[src/rtl/assert_macros.svh]
// Assertion helpers shared by the RTL files.
`ifndef ASSERT_MACROS_SVH
`define ASSERT_MACROS_SVH

// Same-cycle implication, checked outside reset.
`define ASSERT_IMPL(lbl, ante, cons) \
  lbl: assert property (@(posedge clk_i) disable iff (!rst_ni) (ante) |-> (cons)) \
    else $error("assertion failed");

// Next-cycle implication, checked outside reset.
`define ASSERT_NEXT(lbl, ante, cons) \
  lbl: assert property (@(posedge clk_i) disable iff (!rst_ni) (ante) |=> (cons)) \
    else $error("assertion failed");

`endif

[src/rtl/spsc_pkg.sv]
package spsc_pkg;

  // Pulse scaling constants.
  localparam int MIN_PULSE      = 1000;
  localparam int MAX_PULSE      = 5000;
  localparam int MID_PULSE      = 3000;
  localparam int MAX_STEP       = 4092;
  localparam int BROADCAST_CODE = 255;
  localparam int USER_MAX       = 'h03FF;
  localparam int USER_MID       = 'h200;
  localparam int SPAN           = (MAX_PULSE >= MIN_PULSE) ? (MAX_PULSE - MIN_PULSE) : 0;
  localparam int POS_FACTOR     = (SPAN * 16) / USER_MAX;
  localparam int STEP_FACTOR    = MAX_STEP / USER_MAX;
  localparam int USER_FACTOR    = (SPAN == 0) ? 0 : ((USER_MAX * 4096) / SPAN);

  // Command codes.
  localparam logic [3:0] CMD_TICK    = 4'd0;
  localparam logic [3:0] CMD_SET_POS = 4'd1;
  localparam logic [3:0] CMD_SET_STP = 4'd2;
  localparam logic [3:0] CMD_VELOC   = 4'd3;
  localparam logic [3:0] CMD_LIMITS  = 4'd4;
  localparam logic [3:0] CMD_GET_LIM = 4'd5;
  localparam logic [3:0] CMD_GET_POS = 4'd6;
  localparam logic [3:0] CMD_RUN     = 4'd7;
  localparam logic [3:0] CMD_STOP    = 4'd8;

  // One channel's stored state.
  typedef struct packed {
    logic [12:0] pend_tgt;
    logic [11:0] pend_stp;
    logic [12:0] cw;
    logic [12:0] ccw;
    logic        motor;
    logic        drive;
    logic [12:0] live_tgt;
    logic [11:0] live_stp;
    logic [12:0] now_pos;
  } ent_t;

  localparam ent_t ENT_RESET = '{
    pend_tgt: 13'(MID_PULSE), pend_stp: 12'(MAX_STEP),
    cw: 13'(MIN_PULSE), ccw: 13'(MAX_PULSE),
    motor: 1'b0, drive: 1'b0,
    live_tgt: 13'(MID_PULSE), live_stp: 12'(MAX_STEP),
    now_pos: 13'(MID_PULSE)
  };

  // User units to pulse units.
  function automatic logic [12:0] to_pulse(input logic [9:0] v);
    int r;
    r = MIN_PULSE + ((POS_FACTOR * int'(v)) >>> 4);
    return r[12:0];
  endfunction

  // User units to step size.
  function automatic logic [11:0] to_step(input logic [9:0] v);
    int r;
    r = STEP_FACTOR * int'(v);
    return r[11:0];
  endfunction

endpackage

[src/rtl/servo_pulse_slew_controller_top.sv]
// Sequence: a tick or single-channel write goes through S_RD and S_MOD to done_o, a
// read back adds S_MUL and S_SAT, a broadcast loops per channel, a reject ends in S_IDLE.
// Throughput: one command at a time; each channel entry costs one read and at most one
// write of the channel state memory, and the next command is taken in the done_o cycle.
// Reset: all channels read as their reset state through per-entry valid bits, slot 0.
// Results appear for one cycle with done_o; the receiver cannot stall.
`include "assert_macros.svh"

module servo_pulse_slew_controller_top
  import spsc_pkg::*;
#(
  parameter int NUM_CHANNELS = 8
) (
  input  logic        clk_i,
  input  logic        rst_ni,
  input  logic        start,
  output logic        busy,
  input  logic [3:0]  cmd_i,
  input  logic [7:0]  channel_i,
  input  logic [15:0] value_a_i,
  input  logic [15:0] value_b_i,
  input  logic        direction_i,
  output logic        done_o,
  output logic        ok_o,
  output logic [9:0]  read_a_o,
  output logic [9:0]  read_b_o,
  output logic        pulse_valid_o,
  output logic [2:0]  pulse_channel_o,
  output logic [7:0]  pin_mask_o,
  output logic [12:0] pulse_width_o
);

  localparam int IW = (NUM_CHANNELS > 1) ? $clog2(NUM_CHANNELS) : 1;
  localparam logic [IW-1:0] LAST_CH = IW'(NUM_CHANNELS - 1);
  localparam logic [22:0] UF = 23'(USER_FACTOR);

  localparam logic [2:0] S_IDLE = 3'd0;
  localparam logic [2:0] S_RD   = 3'd1;
  localparam logic [2:0] S_MOD  = 3'd2;
  localparam logic [2:0] S_MUL  = 3'd3;
  localparam logic [2:0] S_SAT  = 3'd4;

  logic [2:0]  state_q, state_d;
  logic [3:0]  cmd_q, cmd_d;
  logic [9:0]  a_q, a_d, b_q, b_d;
  logic        dir_q, dir_d, bc_q, bc_d;
  logic [IW-1:0] idx_q, idx_d, last_q, last_d, slot_q, slot_d;
  logic [NUM_CHANNELS-1:0] vld_q, vld_d;
  logic        zero_a_q, zero_a_d, zero_b_q, zero_b_d;
  logic [12:0] diff_a_q, diff_a_d, diff_b_q, diff_b_d;
  logic [35:0] prod_a_q, prod_a_d, prod_b_q, prod_b_d;
  logic        done_q, done_d, ok_q, ok_d, pv_q, pv_d;
  logic [9:0]  ra_q, ra_d, rb_q, rb_d;
  logic [2:0]  pc_q, pc_d;
  logic [7:0]  pm_q, pm_d;
  logic [12:0] pw_q, pw_d;

  ent_t        rdata, ent, went;
  logic        we;

  spsc_ram #(.WIDTH($bits(ent_t)), .DEPTH(NUM_CHANNELS)) u_ram (
    .clk_i   (clk_i),
    .we_i    (we),
    .waddr_i (idx_q),
    .wdata_i (went),
    .raddr_i (idx_q),
    .rdata_o (rdata)
  );

  assign ent = vld_q[idx_q] ? rdata : ENT_RESET;

  // Saturation of user inputs and command decode.
  logic [9:0]    a_sat, b_sat;
  logic          in_bc, in_single, need;
  logic [IW-1:0] nx_slot;
  assign a_sat     = (|value_a_i[15:10]) ? 10'(USER_MAX) : value_a_i[9:0];
  assign b_sat     = (|value_b_i[15:10]) ? 10'(USER_MAX) : value_b_i[9:0];
  assign in_bc     = (channel_i == 8'(BROADCAST_CODE));
  assign in_single = !in_bc && (32'(channel_i) < NUM_CHANNELS);
  assign nx_slot   = (slot_q == LAST_CH) ? '0 : slot_q + 1'b1;

  always_comb begin
    case (cmd_i)
      CMD_TICK:                                   need = 1'b1;
      CMD_SET_POS, CMD_SET_STP, CMD_VELOC,
      CMD_RUN, CMD_STOP:                          need = in_bc | in_single;
      CMD_LIMITS:                                 need = (in_bc | in_single) && (a_sat <= b_sat);
      CMD_GET_LIM, CMD_GET_POS:                   need = in_single;
      default:                                    need = 1'b0;
    endcase
  end

  // Slew of the served slot toward its target.
  logic [12:0] slew;
  always_comb begin
    slew = ent.now_pos;
    if (ent.live_tgt > ent.now_pos) begin
      slew = ((ent.live_tgt - ent.now_pos) <= {1'b0, ent.live_stp}) ? ent.live_tgt
             : ent.now_pos + {1'b0, ent.live_stp};
    end else if (ent.live_tgt < ent.now_pos) begin
      slew = ((ent.now_pos - ent.live_tgt) <= {1'b0, ent.live_stp}) ? ent.live_tgt
             : ent.now_pos - {1'b0, ent.live_stp};
    end
  end

  logic [3:0]  idx4, pin;
  logic [9:0]  vel_user;
  logic [12:0] clamp;
  assign idx4     = 4'(idx_q);
  assign pin      = idx4 ^ 4'd1;
  assign vel_user = dir_q ? 10'(USER_MID) + {1'b0, a_q[9:1]}
                          : 10'(USER_MID) - {1'b0, a_q[9:1]};
  always_comb begin
    clamp = ent.pend_tgt;
    if (clamp > ent.ccw) clamp = ent.ccw;
    if (clamp < ent.cw)  clamp = ent.cw;
  end

  // Command sequencer.
  always_comb begin
    state_d  = state_q;
    cmd_d    = cmd_q;
    a_d      = a_q;
    b_d      = b_q;
    dir_d    = dir_q;
    bc_d     = bc_q;
    idx_d    = idx_q;
    last_d   = last_q;
    slot_d   = slot_q;
    vld_d    = vld_q;
    zero_a_d = zero_a_q;
    zero_b_d = zero_b_q;
    diff_a_d = diff_a_q;
    diff_b_d = diff_b_q;
    prod_a_d = prod_a_q;
    prod_b_d = prod_b_q;
    done_d   = 1'b0;
    ok_d     = ok_q;
    ra_d     = ra_q;
    rb_d     = rb_q;
    pv_d     = pv_q;
    pc_d     = pc_q;
    pm_d     = pm_q;
    pw_d     = pw_q;
    we       = 1'b0;
    went     = ent;

    case (state_q)
      S_IDLE: begin
        if (start) begin
          cmd_d = cmd_i;
          a_d   = a_sat;
          b_d   = b_sat;
          dir_d = direction_i;
          bc_d  = in_bc;
          if (cmd_i == CMD_TICK) begin
            idx_d  = nx_slot;
            last_d = nx_slot;
          end else begin
            idx_d  = in_bc ? '0 : channel_i[IW-1:0];
            last_d = in_bc ? LAST_CH : channel_i[IW-1:0];
          end
          if (need) begin
            state_d = S_RD;
          end else begin
            done_d = 1'b1;
            ok_d   = 1'b0;
            ra_d   = '0;
            rb_d   = '0;
            pv_d   = 1'b0;
            pc_d   = '0;
            pm_d   = '0;
            pw_d   = '0;
          end
        end
      end

      S_RD: begin
        state_d = S_MOD;
      end

      S_MOD: begin
        // Default word: success, nothing read.
        ok_d = 1'b1;
        ra_d = '0;
        rb_d = '0;
        pv_d = 1'b0;
        pc_d = '0;
        pm_d = '0;
        pw_d = '0;
        state_d = S_IDLE;
        done_d  = 1'b1;
        case (cmd_q)
          CMD_TICK: begin
            went.now_pos = slew;
            we     = 1'b1;
            slot_d = idx_q;
            pv_d   = 1'b1;
            pc_d   = idx4[2:0];
            pm_d   = (ent.drive && !pin[3]) ? (8'd1 << pin[2:0]) : '0;
            pw_d   = slew;
          end
          CMD_SET_POS, CMD_VELOC: begin
            if (ent.motor != (cmd_q == CMD_VELOC)) begin
              ok_d = 1'b0;
            end else begin
              we = 1'b1;
              if (cmd_q == CMD_SET_POS) begin
                went.pend_tgt = to_pulse(a_q);
                went.pend_stp = to_step(b_q);
              end else begin
                went.pend_tgt = to_pulse(vel_user);
              end
            end
          end
          CMD_SET_STP: begin
            we            = ent.motor;
            went.pend_stp = to_step(a_q);
            ok_d          = bc_q | ent.motor;
          end
          CMD_LIMITS: begin
            we = 1'b1;
            if (a_q == '0 && b_q == '0) begin
              went.motor = 1'b1;
              went.cw    = to_pulse('0);
              went.ccw   = to_pulse(10'(USER_MAX));
            end else begin
              went.motor = 1'b0;
              went.cw    = to_pulse(a_q);
              went.ccw   = to_pulse(b_q);
            end
          end
          CMD_GET_LIM: begin
            zero_a_d = ent.motor || (SPAN == 0) || (32'(ent.cw) < MIN_PULSE);
            zero_b_d = ent.motor || (SPAN == 0) || (32'(ent.ccw) < MIN_PULSE);
            diff_a_d = ent.cw - 13'(MIN_PULSE);
            diff_b_d = ent.ccw - 13'(MIN_PULSE);
            done_d   = 1'b0;
            state_d  = S_MUL;
          end
          CMD_GET_POS: begin
            zero_a_d = (SPAN == 0) || (32'(ent.now_pos) < MIN_PULSE);
            zero_b_d = 1'b1;
            diff_a_d = ent.now_pos - 13'(MIN_PULSE);
            diff_b_d = '0;
            done_d   = 1'b0;
            state_d  = S_MUL;
          end
          CMD_RUN: begin
            we            = 1'b1;
            went.live_tgt = clamp;
            went.live_stp = ent.pend_stp;
            went.drive    = 1'b1;
          end
          CMD_STOP: begin
            we         = 1'b1;
            went.drive = 1'b0;
          end
          default: begin
            ok_d = 1'b0;
          end
        endcase
        if (we) begin
          vld_d[idx_q] = 1'b1;
        end
        // Broadcast walk continues unless a mode check failed.
        if (state_d == S_IDLE && ok_d && idx_q != last_q) begin
          idx_d   = idx_q + 1'b1;
          done_d  = 1'b0;
          state_d = S_RD;
        end
      end

      S_MUL: begin
        prod_a_d = {13'd0, UF} * {23'd0, diff_a_q};
        prod_b_d = {13'd0, UF} * {23'd0, diff_b_q};
        state_d  = S_SAT;
      end

      S_SAT: begin
        ra_d    = zero_a_q ? '0 : ((|prod_a_q[35:22]) ? 10'(USER_MAX) : prod_a_q[21:12]);
        rb_d    = zero_b_q ? '0 : ((|prod_b_q[35:22]) ? 10'(USER_MAX) : prod_b_q[21:12]);
        done_d  = 1'b1;
        state_d = S_IDLE;
      end

      default: begin
        state_d = S_IDLE;
      end
    endcase
  end

  // Control registers.
  always_ff @(posedge clk_i or negedge rst_ni) begin
    if (!rst_ni) begin
      state_q <= S_IDLE;
      slot_q  <= '0;
      vld_q   <= '0;
      done_q  <= 1'b0;
    end else begin
      state_q <= state_d;
      slot_q  <= slot_d;
      vld_q   <= vld_d;
      done_q  <= done_d;
    end
  end

  // Payload registers.
  always_ff @(posedge clk_i) begin
    cmd_q    <= cmd_d;
    a_q      <= a_d;
    b_q      <= b_d;
    dir_q    <= dir_d;
    bc_q     <= bc_d;
    idx_q    <= idx_d;
    last_q   <= last_d;
    zero_a_q <= zero_a_d;
    zero_b_q <= zero_b_d;
    diff_a_q <= diff_a_d;
    diff_b_q <= diff_b_d;
    prod_a_q <= prod_a_d;
    prod_b_q <= prod_b_d;
    ok_q     <= ok_d;
    ra_q     <= ra_d;
    rb_q     <= rb_d;
    pv_q     <= pv_d;
    pc_q     <= pc_d;
    pm_q     <= pm_d;
    pw_q     <= pw_d;
  end

  assign busy            = (state_q != S_IDLE);
  assign done_o          = done_q;
  assign ok_o            = ok_q;
  assign read_a_o        = ra_q;
  assign read_b_o        = rb_q;
  assign pulse_valid_o   = pv_q;
  assign pulse_channel_o = pc_q;
  assign pin_mask_o      = pm_q;
  assign pulse_width_o   = pw_q;

  `ASSERT_NEXT(a_accept_progress, start && !busy, busy || done_o)
  `ASSERT_IMPL(a_tick_ok, done_o && pulse_valid_o, ok_o)
  `ASSERT_IMPL(a_pin_onehot, done_o, $onehot0(pin_mask_o))
  `ASSERT_IMPL(a_done_idle, done_o, state_q == S_IDLE || state_q == S_RD)

endmodule

[src/rtl/spsc_ram.sv]
module spsc_ram #(
  parameter int WIDTH = 8,
  parameter int DEPTH = 8
) (
  input  logic                                  clk_i,
  input  logic                                  we_i,
  input  logic [((DEPTH > 1) ? $clog2(DEPTH) : 1)-1:0] waddr_i,
  input  logic [WIDTH-1:0]                      wdata_i,
  input  logic [((DEPTH > 1) ? $clog2(DEPTH) : 1)-1:0] raddr_i,
  output logic [WIDTH-1:0]                      rdata_o
);

  logic [WIDTH-1:0] mem [DEPTH];

  // Single write port, registered read port.
  always_ff @(posedge clk_i) begin
    if (we_i) begin
      mem[waddr_i] <= wdata_i;
    end
    rdata_o <= mem[raddr_i];
  end

endmodule
[config.mk]
export PLATFORM = sky130hd
export DESIGN_NAME = servo_pulse_slew_controller_top
export DESIGN_NICKNAME = d
export VERILOG_FILES = /design/src/rtl/spsc_pkg.sv /design/src/rtl/servo_pulse_slew_controller_top.sv /design/src/rtl/spsc_ram.sv
export VERILOG_INCLUDE_DIRS = /design/src /design/src/rtl
export SDC_FILE = /design/constraint.sdc
export NUM_CORES = 2
export LEC_CHECK = 0
export BUFFER_PORTS_ARGS = -buffer_cell sky130_fd_sc_hd__buf_2
export CORE_MARGIN = 4
export CORE_UTILIZATION = 61
export DETAILED_ROUTE_END_ITERATION = 12
export GPL_TIMING_DRIVEN = 0
export PLACE_DENSITY = 0.78
export SLEW_MARGIN = 5
export SYNTH_ARGS = -nofsm -noshare
export SYNTH_HDL_FRONTEND = slang
export SYNTH_SLANG_ARGS = --single-unit
[constraint.sdc]
create_clock -name clk_i -period 7.8 [get_ports clk_i]
set_input_delay 1.56 -clock clk_i [delete_from_list [all_inputs] [get_ports clk_i]]
set_output_delay 1.56 -clock clk_i [all_outputs]
set_load 0.05 [all_outputs]
==> results by group <==
Placed design
  – Pre-CTS setup slack: -2160 ps
  – Hpwl dp: 98.5 mm
  – Cell Area, Placed: 49,900 µm²
  – Global placement routability congestion: 0.989
  – Port bufs: 95

Timing
  – Slew Limit Fails: 0
  – Period utilisation layout: 0.957
  – Fin Hold WS: 467 ps
  – Slew Limit Headroom: 0.0676
  – Max frequency: 134 MHz
  – Final setup fails: 0
  – Fin. Hold Viols: 0
  – Min cycle time layout: 7470 ps
  – Setup ws final: 333 ps
  – Clk_skew: 33.2 ps
  – Setup Total Neg Slack: 0 ps
  – Worst-Margin Slew: 1400 ps
  – RSZ-0062 raised after global routing: no

Floorplanning
  – Starting Density: 0.616
  – Core area: 77,500 µm²
  – Die Y-Extent: 288 µm
  – Num ports: 96
  – FP Rows: 102
  – Die X: 288 µm
  – Die area: 82,700 µm²

Pwr
  – Clock power frac: 0.238
  – PD cells: 355 nW/µm²
  – Total internal power: 11.4 mW
  – Switching Share: 0.395
  – Gate power share: 0.414
  – Flop pwr share: 0.348
  – Worst vdd ir: 0.235 mV
  – P_sw: 7.46 mW
  – Static leakage: 19.7 nW

Worst setup path
  – CP max FO: 13
  – Startpoint class of the critical path: flip-flop
  – CP max-delay cell: fa_1
  – Crit Path Category: reg2reg
  – Largest stage delay, worst path: 490 ps
  – CP Data Arrival Time: 7840 ps
  – Endpoint class of the critical path: flip-flop
  – WP data required: 8170 ps

Routing
  – WL final: 142 mm
  – Via count: 33.4k
  – Post-route ant nets: 0
  – Pre-Repair DR Iteration Count: 6
  – # DRC: 0
  – Via density: 6.67
  – DRT iter0 DRCs: 4,371
  – WL/cell: 28.4 µm

Logic synthesis
  – Synth top area share: 0.540
  – Yosys Warn Count: 0
  – Count leader, synth: edfxtp_1
  – Fraction of registers with async set or reset after synthesis: 0.0156
  – Synth cell types: 78
  – Sequential area share after synthesis: 0.586
  – Synth Instances: 3,679
  – Synth Register Bits: 964
  – Syn Std Cell Area: 47,700 µm²
  – Top cells by area, synth: edfxtp_1, ha_1, a22oi_1, fa_1, dfxtp_1
  – Post-synth EDFFs: 858
  – Largest area contributor in the netlist: edfxtp_1
  – Main synth FF type: edfxtp_1
  – Commonest cells in the netlist: edfxtp_1, a22oi_1, ha_1
  – Synth Net Count: 4,173
  – Syn_area_per_cell: 13.0 µm²

Global routing
  – Largest net degree at the start of global routing: 50
  – GRT Util Overall: 0.342
  – Antenna violations before repair: 0
  – First-pass GRT wire length: 207 mm
  – Vias in the first global route: 32.6k
  – GR Overflow Total: 0

Clock network
  – Total CTS buffers: 93
  – TritonCTS clock tree: built
  – Clock sinks: 964
  – Longest Clk Path Bufs: 3
  – Reg clk slew, reported paths: 60 ps
  – Clock Latency Late Sink: 670 ps
  – CTS Hold Buffers Added: 0
  – H-tree Lvls: 3
  – CTS root buf: clkbuf_16

Run
  – Max Cap Viol: 0

Final layout
  – Layout cells sized above 1: 0.0915
  – Cell area after layout: 53,200 µm²
  – Utilization after layout: 0.687
  – Ant diodes: 0
  – Layout area overhead: 11.6%
  – Layout Nets: 4,383

Outcome
  – Run status: completed

Hold path
  – Hold crit path type: reg2reg
per-layer routing:
layer / share of wire / track usage / up-vias
met1: 0.36 / 0.442 / 16281
met5: 0 / 0 / -
met3: 0.12 / 0.0861 / 459
met2: 0.46 / 0.538 / 2301
li1: - / - / 14350
met4: 0.063 / 0.179 / 0
stage by stage:
stage          std cells  total power, mW
2_1_floorplan       3679             11.6
3_3_place_gp        4814             13.9
3_5_place_dp        4833             14.0
4_1_cts             5009             18.5
5_1_grt             5008             19.7
6_report            5008             18.9
what timing repair did:
| item | CTS | global route |
|---|---|---|
| buffers inserted | 3 | 0 |
| pin swaps | 2 | 0 |
| gates cloned | 0 | 0 |
| gates resized for setup | 31 | 26 |
| setup endpoints to repair | 221 | 204 |
logic make-up after synthesis:
kind of cell | Yosys count | synth area share
xor gates and xnor gates | 140 | 0.0257
and+or+nand+nor | 751 | 0.0784
AOI/OAI and AO/OA | 918 | 0.133
DFF | 964 | 0.586
buffers and inverters | 429 | 0.0344
muxes | 31 | 0.00722
adders and majority gates | 446 | 0.135
path summary, 6_finish.rpt:
| path | cells after the start | start | end | slack [ps] |
|---|---|---|---|---|
| hold reg to reg | 2 | u_ram.mem[1][21] | u_ram.rdata_o[21] | 470 |
| min in group asynchronous | 1 | rst_ni | done_o | 810 |
| max in group asynchronous | 1 | rst_ni | vld_q[1] | 6730 |
| setup / recovery | 26 | idx_q[1] | u_ram.mem[1][9] | 330 |
| setup reg to reg | 26 | idx_q[1] | u_ram.mem[1][9] | 330 |
| hold / removal | 2 | u_ram.mem[1][21] | u_ram.rdata_o[21] | 470 |
power by group through the flow:
stage          clock (mW)  combinational (mW)  sequential [mW]
2_1_floorplan           0                4.99             6.61
3_3_place_gp            0                7.20             6.65
3_5_place_dp            0                7.35             6.65
4_1_cts              4.49                7.51             6.54
5_1_grt              4.73                8.38             6.56
6_report             4.50                7.81             6.57
registers in the layout, indices dropped and copies added (netlist names), 4 cells and up:
name           flops
prod_a_q          12
read_b_o          10
cmd_q              4
a_q               10
u_ram.rdata_o     91
b_q               10
diff_a_q          13
vld_q              8
pin_mask_o         8
prod_b_q          12
read_a_o          10
pulse_width_o     13
diff_b_q          13
u_ram.mem        728
placed cells by master (no fill, tap or decap), types with 21 or more instances in the layout:
cell type,instances
a21oi_1,140
a21o_1,39
nor2_1,187
clkbuf_1,162
a22oi_1,383
nand4_1,108
clkbuf_16,94
nor2b_1,21
o21ai_0,99
edfxtp_1,858
nand3_1,42
dfxtp_1,91
xor2_1,43
buf_2,97
mux2i_1,23
nand2_1,173
ha_1,332
fa_1,114
or2_2,33
nor3_1,43
inv_1,264
xnor2_1,97
o211ai_1,25
o21a_1,43
nand2b_1,39
layout make-up:
type                    instances  area [µm²]
multi-input cells            2286       18300
fillers                      5295       24200
repair buffers                117         917
flip-flops and latches        964       28000
well taps                    1040        1300
clock buffers                 127        2600
clock inverters                47         458
plain buffers                 161         653
inverters                     266        1000
critical path, delay by kind of cell, from the launching register on:
family / cells / cell delay, ps
mux: 3 / 1130
flops: 1 / 380
xor+xnor: 1 / 150
simple gates: 2 / 480
buf+inv: 5 / 1420
compound gates: 12 / 2430
fa+ha+maj: 3 / 1140
Note: power is estimated with default switching activity, not from simulation.
